File: src/rtl/rpi_pkg.sv
`default_nettype none
package rpi_pkg;

	localparam logic       ACT_FILL  = 1'b0;
	localparam logic       ACT_QUERY = 1'b1;

	localparam logic [1:0] ST_OK    = 2'd0;
	localparam logic [1:0] ST_RANGE = 2'd1;
	localparam logic [1:0] ST_FULL  = 2'd2;

	localparam logic [19:0] CNT_MAX = 20'hFFFFF;

	typedef struct packed {
		logic               action;
		logic [11:0]        bin_index;
		logic signed [15:0] sample;
	} rpi_in_t;

	typedef struct packed {
		logic [1:0]  status;
		logic [19:0] bin_count;
		logic [15:0] rms;
		logic [15:0] rms_error;
	} rpi_out_t;

	// one bin of the accumulator store
	typedef struct packed {
		logic [35:0] sum;
		logic [49:0] sumsq;
		logic [19:0] cnt;
	} rpi_entry_t;

endpackage
`default_nettype wire

File: src/rtl/rpi_div.sv
`default_nettype none
// restoring divider, one quotient bit per cycle
module rpi_div import rpi_pkg::*; (
	input  wire logic        clk,
	input  wire logic        arst_n,
	input  wire logic        start,
	input  wire logic [49:0] dividend,
	input  wire logic [20:0] divisor,
	output logic             done,
	output logic [49:0]      quotient
);

	logic [49:0] dvd_q;
	logic [20:0] dvs_q;
	logic [20:0] rem_q;
	logic [5:0]  step_q;
	logic        busy_q;
	logic        done_q;
	logic [21:0] sh;
	logic        ge;

	assign sh = {rem_q, dvd_q[49]};
	assign ge = sh >= {1'b0, dvs_q};

	always_ff @(posedge clk or negedge arst_n) begin
		if (!arst_n) begin
			busy_q <= 1'b0;
			done_q <= 1'b0;
			step_q <= '0;
		end else begin
			done_q <= 1'b0;
			if (start) begin
				busy_q <= 1'b1;
				step_q <= '0;
			end else if (busy_q) begin
				step_q <= step_q + 6'd1;
				if (step_q == 6'd49) begin
					busy_q <= 1'b0;
					done_q <= 1'b1;
				end
			end
		end
	end

	always_ff @(posedge clk) begin
		if (start) begin
			dvd_q <= dividend;
			dvs_q <= divisor;
			rem_q <= '0;
		end else if (busy_q) begin
			rem_q <= ge ? 21'(sh - {1'b0, dvs_q}) : sh[20:0];
			dvd_q <= {dvd_q[48:0], ge};
		end
	end

	assign done     = done_q;
	assign quotient = dvd_q;

endmodule
`default_nettype wire

File: src/rtl/rpi_sqrt.sv
`default_nettype none
// digit-by-digit integer square root, one root bit per cycle
module rpi_sqrt import rpi_pkg::*; (
	input  wire logic        clk,
	input  wire logic        arst_n,
	input  wire logic        start,
	input  wire logic [31:0] operand,
	output logic             done,
	output logic [15:0]      root
);

	logic [31:0] op_q;
	logic [17:0] rem_q;
	logic [15:0] root_q;
	logic [3:0]  step_q;
	logic        busy_q;
	logic        done_q;
	logic [19:0] sh;
	logic [19:0] trial;
	logic        ge;

	assign sh    = {rem_q, op_q[31:30]};
	assign trial = {2'b00, root_q, 2'b01};
	assign ge    = sh >= trial;

	always_ff @(posedge clk or negedge arst_n) begin
		if (!arst_n) begin
			busy_q <= 1'b0;
			done_q <= 1'b0;
			step_q <= '0;
		end else begin
			done_q <= 1'b0;
			if (start) begin
				busy_q <= 1'b1;
				step_q <= '0;
			end else if (busy_q) begin
				step_q <= step_q + 4'd1;
				if (step_q == 4'd15) begin
					busy_q <= 1'b0;
					done_q <= 1'b1;
				end
			end
		end
	end

	always_ff @(posedge clk) begin
		if (start) begin
			op_q   <= operand;
			rem_q  <= '0;
			root_q <= '0;
		end else if (busy_q) begin
			op_q   <= {op_q[29:0], 2'b00};
			rem_q  <= ge ? 18'(sh - trial) : sh[17:0];
			root_q <= {root_q[14:0], ge};
		end
	end

	assign done = done_q;
	assign root = root_q;

endmodule
`default_nettype wire

File: src/rtl/rpi_query.sv
`default_nettype none
// query sequencer: mean, mean square, variance root, error root
module rpi_query import rpi_pkg::*; (
	input  wire logic       clk,
	input  wire logic       arst_n,
	input  wire logic       start,
	input  wire rpi_entry_t entry,
	output logic            idle,
	output logic            res_valid,
	output rpi_out_t        res,
	input  wire logic       take
);

	typedef enum logic [8:0] {
		Q_IDLE = 9'b000000001,
		Q_DIVM = 9'b000000010,
		Q_DIVQ = 9'b000000100,
		Q_MUL  = 9'b000001000,
		Q_VAR  = 9'b000010000,
		Q_SQ1  = 9'b000100000,
		Q_MUL2 = 9'b001000000,
		Q_DIVE = 9'b010000000,
		Q_DONE = 9'b100000000
	} q_state_t;

	q_state_t state_q, state_d;

	logic [19:0] cnt_q;
	logic [49:0] sumsq_q;
	logic [16:0] mean_q;
	logic [30:0] msq_q;
	logic [33:0] prod_q;
	logic [15:0] rms_q;
	logic [15:0] err_q;
	logic        err_pend_q;

	logic        div_start;
	logic [49:0] div_dvd;
	logic [20:0] div_dvs;
	logic        div_done;
	logic [49:0] div_quo;
	logic        sq_start;
	logic [31:0] sq_op;
	logic        sq_done;
	logic [15:0] sq_root;

	logic [35:0]        abs_sum;
	logic signed [34:0] diff;
	logic [20:0]        den;

	assign abs_sum = entry.sum[35] ? 36'(-entry.sum) : entry.sum;
	assign diff    = $signed({4'b0000, msq_q}) - $signed({1'b0, prod_q});
	assign den     = {cnt_q - 20'd1, 1'b0};

	rpi_div u_div (
		.clk      (clk),
		.arst_n   (arst_n),
		.start    (div_start),
		.dividend (div_dvd),
		.divisor  (div_dvs),
		.done     (div_done),
		.quotient (div_quo)
	);

	rpi_sqrt u_sqrt (
		.clk     (clk),
		.arst_n  (arst_n),
		.start   (sq_start),
		.operand (sq_op),
		.done    (sq_done),
		.root    (sq_root)
	);

	always_comb begin
		state_d   = state_q;
		div_start = 1'b0;
		div_dvd   = {14'd0, abs_sum};
		div_dvs   = {1'b0, entry.cnt};
		sq_start  = 1'b0;
		sq_op     = (diff[34] || diff == '0) ? 32'd0 : diff[31:0];
		unique case (state_q)
			Q_IDLE: begin
				if (start) begin
					if (entry.cnt == '0) begin
						state_d = Q_DONE;
					end else begin
						div_start = 1'b1;
						state_d   = Q_DIVM;
					end
				end
			end
			Q_DIVM: begin
				if (div_done) begin
					div_start = 1'b1;
					div_dvd   = sumsq_q;
					div_dvs   = {1'b0, cnt_q};
					state_d   = Q_DIVQ;
				end
			end
			Q_DIVQ: begin
				if (div_done) state_d = Q_MUL;
			end
			Q_MUL: begin
				state_d = Q_VAR;
			end
			Q_VAR: begin
				sq_start = 1'b1;
				state_d  = Q_SQ1;
			end
			Q_SQ1: begin
				if (sq_done) begin
					state_d = (cnt_q < 20'd2) ? Q_DONE : Q_MUL2;
				end
			end
			Q_MUL2: begin
				div_start = 1'b1;
				div_dvd   = {18'd0, 32'(rms_q) * 32'(rms_q)};
				div_dvs   = den;
				state_d   = Q_DIVE;
			end
			Q_DIVE: begin
				if (div_done) begin
					sq_start = 1'b1;
					sq_op    = div_quo[31:0];
				end
				if (sq_done) state_d = Q_DONE;
			end
			Q_DONE: begin
				if (take) state_d = Q_IDLE;
			end
			default: state_d = Q_IDLE;
		endcase
	end

	always_ff @(posedge clk or negedge arst_n) begin
		if (!arst_n) begin
			state_q    <= Q_IDLE;
			err_pend_q <= 1'b0;
		end else begin
			state_q <= state_d;
			if (div_start && state_q == Q_MUL2) err_pend_q <= 1'b1;
			if (sq_done && state_q == Q_DIVE) err_pend_q <= 1'b0;
		end
	end

	always_ff @(posedge clk) begin
		if (state_q == Q_IDLE && start) begin
			cnt_q   <= entry.cnt;
			sumsq_q <= entry.sumsq;
			rms_q   <= '0;
			err_q   <= '0;
		end
		if (state_q == Q_DIVM && div_done) mean_q <= div_quo[16:0];
		if (state_q == Q_DIVQ && div_done) msq_q <= div_quo[30:0];
		if (state_q == Q_MUL) prod_q <= 34'(mean_q) * 34'(mean_q);
		if (state_q == Q_SQ1 && sq_done) rms_q <= sq_root;
		if (state_q == Q_DIVE && sq_done) err_q <= sq_root;
	end

	assign idle          = state_q == Q_IDLE;
	assign res_valid     = state_q == Q_DONE;
	assign res.status    = ST_OK;
	assign res.bin_count = cnt_q;
	assign res.rms       = rms_q;
	assign res.rms_error = err_q;

`ifndef NO_ASSERTIONS
	a_err_root_in_dive: assert property (@(posedge clk) disable iff (!arst_n)
		err_pend_q |-> state_q == Q_DIVE)
		else $error("error root pending outside its step");
	a_no_start_busy: assert property (@(posedge clk) disable iff (!arst_n)
		(state_q != Q_IDLE) |-> !(div_start && sq_start))
		else $error("divider and root started together");
	a_done_holds: assert property (@(posedge clk) disable iff (!arst_n)
		(res_valid && !take) |=> res_valid)
		else $error("query result dropped before taken");
`endif

endmodule
`default_nettype wire

File: config.mk
export PLATFORM = sky130hd
export DESIGN_NAME = rpi_query
export DESIGN_NICKNAME = d
export VERILOG_FILES = /design/src/rtl/rpi_pkg.sv /design/src/rtl/rpi_div.sv /design/src/rtl/rpi_sqrt.sv /design/src/rtl/rpi_query.sv
export SDC_FILE = /design/constraint.sdc
export NUM_CORES = 2
export LEC_CHECK = 0
export BUFFER_PORTS_ARGS = -buffer_cell sky130_fd_sc_hd__buf_2
export CAP_MARGIN = 5
export CORE_ASPECT_RATIO = 0.75
export CORE_MARGIN = 1
export CORE_UTILIZATION = 29
export CTS_BUF_LIST = sky130_fd_sc_hd__clkbuf_4 sky130_fd_sc_hd__clkbuf_8
export CTS_CLUSTER_DIAMETER = 100
export DETAILED_ROUTE_END_ITERATION = 8
export REMOVE_ABC_BUFFERS = 1
export SETUP_SLACK_MARGIN = 0.5
export SLEW_MARGIN = 15
export SYNTH_ARGS = -nofsm -noshare
export SYNTH_HDL_FRONTEND = slang
export SYNTH_SLANG_ARGS = --single-unit
File: constraint.sdc
create_clock -name clk -period 6.54 [get_ports clk]
set_input_delay 1.308 -clock clk [delete_from_list [all_inputs] [get_ports clk]]
set_output_delay 1.308 -clock clk [all_outputs]
set_load 0.02 [all_outputs]
# Word-level counts from Yosys, hierarchy flattened
# Cells that the tools add are included.
# classes
add_sub_neg,7
n_mul,2
magnitude_cmp,3
eq_ne,17
muxes,47
reduce_logical,13
# ops
op,count
two-way mux 32 bit,5
two-way mux 50 bit,3
one-hot mux 50 bit (2 select lines),1
one-hot mux 9 bit (9 select lines),1
two-way mux 9 bit,8
two-way mux 16 bit,3
one-hot mux 21 bit (2 select lines),1
two-way mux 36 bit,1
negator 36 bit,1
zero test 35 bit,1
subtractor 31 x 34 -> 35 bit,1
multiplier 17 x 17 -> 34 bit,1
multiplier 16 x 16 -> 32 bit,1
>= comparator 22 x 21 -> 1 bit,1
two-way mux 21 bit,1
subtractor 21 bit,1
>= comparator 20 x 18 -> 1 bit,1
zero test 20 bit,1
"< comparator 20 x 2 -> 1 bit, second input constant",1
two-way mux 20 bit,1
"subtractor 20 x 1 -> 20 bit, second input constant",1
two-way mux 18 bit,1
subtractor 18 bit,1
two-way mux 1 bit,15
23 further kinds,36
# word_totals
regBits,365
out_inout_bits,56
word_cells,109

# Logic depth before layout (Yosys ltp)
# logic_depth
depth_word,7
ltp_mapped,27
ltp_nobuf,26

# By module
# From an unflattened synthesis, not the netlist that was laid out.
# hier_totals
cells_unflattened,3496
hier_area_um2,34953.5
# by_module_without_submodules
mod,instances,cells_each,area_per_inst_um2,seq_area_each_um2
rpi_query,1,2675,25834.8,5721.7
rpi_div,1,456,5243.8,2752.6
rpi_sqrt,1,365,3875.0,1791.7

# Least setup slack after synthesis
# OpenSTA, ideal clock, no wires.
# synth_timing
kind,register to register
start,reg rms_q[4]
end,"reg u_div.dvd_q[30], in the netlist u_div.quotient[30], data pin"
arrival_time_ns,6.437
slack_ns,-0.172
path_stages_with_launch,25
n_path_buf,2
period_less_slack_ns,6.712
path_cell_list,edfxtp_1 > clkbuf_1 > clkbuf_1 > nand2_1 > fa_1 > fa_1 > inv_1 > fa_1 > fa_1 > fa_1 > inv_1 > fa_1 > inv_1 > ha_1 > a21o_1 > a21oi_1 > o21ai_0 > a31oi_1 > o21a_1 > o21ai_1 > a41oi_1 > a21oi_1 > a41oi_1 > xor2_1 > o221ai_1
# synth_via
elab_chain_len,3
# synth_rtl
element,line,rtl
start: declaration,rpi_query.sv:33,logic [15:0] rms_q;
start signal: assignment,rpi_query.sv:156,if (state_q == Q_SQ1 && sq_done) rms_q <= sq_root;
multiplier 16 x 16 -> 32 bit,rpi_query.sv:117,"div_dvd = {18'd0, 32'(rms_q) * 32'(rms_q)};"
one-hot mux 50 bit (2 select lines),rpi_query.sv:81,unique case (state_q)
two-way mux 50 bit,rpi_div.sv:46,if (start) begin
end signal: assignment,rpi_div.sv:47,dvd_q <= dividend;
end signal: assignment,rpi_div.sv:52,"dvd_q <= {dvd_q[48:0], ge};"
end: declaration,rpi_div.sv:13,logic [49:0] dvd_q;
# Every way passes these cells.
# A chain may end at the register's enable or synchronous reset.

# Worst setup path in the final report
# layout_timing
start,reg rms_q[9]
end,"reg u_div.dvd_q[30], in the netlist u_div.quotient[30], data pin"
# The elaborated chain is that of the path after synthesis.

==> flow_summary.json <==
{
  "design_area_mm2": 0.04091,
  "p_comb_share_pct": 67.4,
  "grt.met2_usage_pct": 23.22,
  "relSlewSlack_pct": 9.009,
  "avgSynthCellArea_um2": 9.786,
  "route.detailed.drc": 0,
  "path_class": "flop to flop",
  "antenna_found_initial": 17,
  "design.die.area_mm2": 0.1196,
  "p_per_area_mw_per_mm2": 415.4,
  "seq_power_share_pct": 19.7,
  "synth_seq_area_share_pct": 29.96,
  "p_switching_mw": 7.664,
  "synth.cell_area_mm2": 0.03427,
  "status": "finished clean",
  "maxCapViolations": 0,
  "yosysUniqueCellTypes": 88,
  "row_count": 108,
  "cts_buffer_depth": 3,
  "end_kind": "flop",
  "portBuffers": 163,
  "clock.fmax_mhz": 158.4,
  "reg2regPathDepth": 25,
  "cp_max_fo": 5,
  "die_x_um": 399.0,
  "timing.rr.end": "u_div.quotient[30]$_DFFE_PP_",
  "worstSetupEndpoint": "u_div.quotient[30]$_DFFE_PP_",
  "grt_max_degree": 59,
  "postPlaceCellArea_mm2": 0.03767,
  "die_h_um": 299.7,
  "ys_ff_latch": 364,
  "synth-main-ff-cell": "edfxtp_1",
  "arrival_ns": 6.75,
  "first_pass_iters": 6,
  "p_sw_share_pct": 45.10,
  "vias": 26240,
  "clk_pin_slew_ns": 0.08,
  "min_path_type": "flop to flop",
  "hold_viol_final": 0,
  "cp.required_ns": 6.98,
  "drive_gt1_share_pct": 18.73,
  "core_mm2": 0.1165,
  "gp_congestion": 0.9039,
  "met1_usage_pct": 23.54,
  "drt_iter0_markers": 2052,
  "drt_wl_total_um": 96000,
  "hp-start": "u_div.quotient[18]$_DFFE_PP_",
  "grt_use_total_pct": 15.90,
  "synthArstFlopShare_pct": 6.319,
  "fill_cells": 11770,
  "syn2layout_area_growth_pct": 19.36,
  "hold_ws_ns": 0.4904,
  "cts_hold_buffers": 0,
  "clock_skew_ns": 0.07421,
  "intPower_mw": 9.329,
  "fin_nets": 4599,
  "worstSetupStartpointType": "flop",
  "synth_edf_count": 286,
  "dp_hpwl_um": 74340,
  "yosysWarnings": 0,
  "p_leak_nw": 18.75,
  "num_io_pins": 166,
  "r2r-start": "rms_q[9]$_SDFFCE_PN0P_",
  "grt_pass1_vias": 26060,
  "tightest_slew_ns": 1.346,
  "cts_made_buffers": 57,
  "cts_tree": "done",
  "initial_core_util_pct": 29.42,
  "cts_htree_levels": 2,
  "grt_util_met3_pct": 4.276,
  "critPathLaunch": "rms_q[9]$_SDFFCE_PN0P_",
  "p_clk_share_pct": 12.9,
  "cts_root_buf": "clkbuf_8",
  "clk_latency_ns": 0.73,
  "wl_per_cell_um": 17.65,
  "vias_per_cell": 4.824,
  "fin_crit_ns": 6.312,
  "drv_slew": 0,
  "fin_crit_sh_pct": 96.51,
  "setup_viol": 0,
  "grt_pass1_wl_um": 149500,
  "grt-ovfl-total": 0,
  "globalRoute.busiestLayer": "met1",
  "peakVddDrop_mv": 1.039,
  "rsz0062_at_grt": "true",
  "ant_nets": 0,
  "syn-instance-count": 3502,
  "cts.sinks": 364,
  "r2r_slack_ns": 0.23
}
## cell type report
type / instances / area, um^2 / share of cell area, %
multi-input combinational: 2414 / 22260 / 54.43
sequential: 364 / 10270 / 25.10
timing repair buffer: 404 / 2920 / 7.139
inverter: 603 / 2268 / 5.545
tap: 1540 / 1927 / 4.710
clock buffer: 67 / 865.8 / 2.117
clock inverter: 41 / 381.6 / 0.9329
antenna: 5 / 12.51 / 0.03059
## cells in the mapped netlist, drive strengths merged, types with 50 or more instances
cell / number / area share [%]
edfxtp: 286 / 25
and2: 111 / 2.0
fa: 357 / 21
ha: 288 / 11
nand2: 289 / 3.2
a21oi: 182 / 2.7
o21ai: 169 / 2.5
xnor2: 108 / 2.8
and3: 50 / 0.91
inv: 600 / 6.6
nor2: 225 / 2.5
xor2: 75 / 1.9
dfxtp: 55 / 3.2
clkbuf: 112 / 1.2
## power by group through the flow
stage | Clock, mW | Sequential, mW | Combinational, mW
global placement | 0 | 3.40 | 8.01
CTS | 2.25 | 3.34 | 9.97
floorplan | 0 | 3.31 | 5.47
finish | 2.20 | 3.34 | 11.5
global route | 2.34 | 3.37 | 12.5
detailed placement | 0 | 3.39 | 8.09
## per-layer routing
metal  part of all wire (%)  up-vias
li1                       -    12390
met1                     47    12870
met2                     42      844
met3                    9.5      121
met4                    1.6       16
met5                   0.11        -
## sequential cells by signal, summed over array words and instances (netlist names)
| register | flops |
|---|---|
| state_q | 9 |
| mean_q | 17 |
| cnt_q | 20 |
| rms_q | 16 |
| u_sqrt.busy_q | 1 |
| err_q | 16 |
| u_div.step_q | 6 |
| u_div.dvs_q | 21 |
| u_sqrt.root | 16 |
| sumsq_q | 50 |
| u_sqrt.rem_q | 18 |
| u_div.rem_q | 21 |
| msq_q | 31 |
| prod_q | 33 |
| u_div.done | 1 |
| u_div.quotient | 50 |
| u_sqrt.step_q | 4 |
| u_sqrt.done | 1 |
| u_sqrt.op_q | 32 |
| u_div.busy_q | 1 |
## critical path, cell delays in order (launching register included)
cell,delay (ns)
edfxtp_1,0.42
buf_8,0.15
buf_4,0.16
and2_4,0.15
fa_1,0.47
inv_1,0.05
fa_1,0.47
inv_1,0.05
fa_1,0.49
fa_1,0.45
fa_1,0.53
inv_2,0.04
fa_1,0.55
inv_2,0.05
ha_4,0.31
buf_6,0.11
buf_4,0.12
and3_4,0.19
a31oi_4,0.10
o21a_1,0.23
o21ai_2,0.17
a41oi_2,0.16
a21oi_2,0.23
a41oi_2,0.14
xor2_1,0.14
o221ai_1,0.11
## cell usage in the layout (no fill, tap or decap), types with 14 or more instances in the layout
cell / synthesis / layout
inv_1: 599 / 577
fa_1: 357 / 349
edfxtp_1: 286 / 286
ha_1: 288 / 265
nand2_1: 289 / 256
nor2_1: 225 / 220
buf_4: 3 / 187
buf_2: 1 / 163
a21oi_1: 181 / 152
o21ai_0: 150 / 134
xnor2_1: 108 / 104
and2_1: 111 / 97
xor2_1: 75 / 73
clkbuf_8: 0 / 58
dfxtp_1: 55 / 55
and3_1: 50 / 46
a21o_1: 44 / 44
buf_6: 0 / 42
mux2i_1: 41 / 40
nor3_1: 39 / 36
nand2b_1: 35 / 33
a21oi_2: 1 / 29
nand2_2: 0 / 27
o21ai_1: 19 / 27
a22oi_1: 28 / 27
nand3_1: 26 / 25
a211oi_1: 24 / 23
nor2b_1: 23 / 22
inv_2: 1 / 21
clkinv_2: 0 / 21
ha_4: 0 / 21
dfrtp_1: 22 / 21
nand4_1: 20 / 20
a22o_1: 17 / 17
or3_1: 16 / 15
o31ai_1: 16 / 15
and2_4: 0 / 14
o21a_1: 14 / 14
o21bai_1: 15 / 14
nor4_1: 16 / 14
## through the flow
step	utilization, %	cells	setup TNS [ns]	power [mW]	setup slack, ns
finish	35.12	5438	0	16.99	0.2280
global route	35.11	5433	0	18.19	0.05268
CTS	34.77	5416	0	15.56	0.2653
detailed placement	32.34	5219	-0.3946	11.48	-0.1061
global placement	32.34	5219	-0.2240	11.40	-0.06743
floorplan	-	3381	-146.29	8.772	-2.797
## worst min path at each step
| stage | end | cells past startpoint | slack, ns |
|---|---|---|---|
| 3_3_place_gp | u_sqrt.root[15]$_SDFFE_PP0P_ | 2 | 0.47 |
| 4_1_cts | msq_q[18]$_DFFE_PP_ | 0 | 0.47 |
| 3_5_place_dp | u_div.rem_q[1]$_SDFFE_PP0P_ | 2 | 0.49 |
| 5_1_grt | msq_q[18]$_DFFE_PP_ | 0 | 0.49 |
| 6_report | msq_q[18]$_DFFE_PP_ | 0 | 0.49 |
| 2_1_floorplan | msq_q[24]$_DFFE_PP_ | 0 | 0.44 |
## timing repair
item | CTS | global route
setup endpoints to repair | 32 | 30
resized for setup | 213 | 60
pin swaps | 168 | 55
setup buffers | 88 | 17
gates cloned | 1 | 0
## logic make-up (layout without fill, tap and decap cells)
group / Yosys count / in the layout / share of synthesized area, %
and+or+nand+nor: 907 / 907 / 12.91
DFF: 364 / 364 / 29.96
other: 1 / 7 / 0.01094
muxes: 51 / 51 / 1.526
xor gates and xnor gates: 183 / 183 / 4.677
adders and majority gates: 645 / 645 / 31.37
buffers and inverters: 725 / 1115 / 7.977
AOI/OAI and AO/OA: 626 / 626 / 11.58
Power figures use the tool's default switching activity.
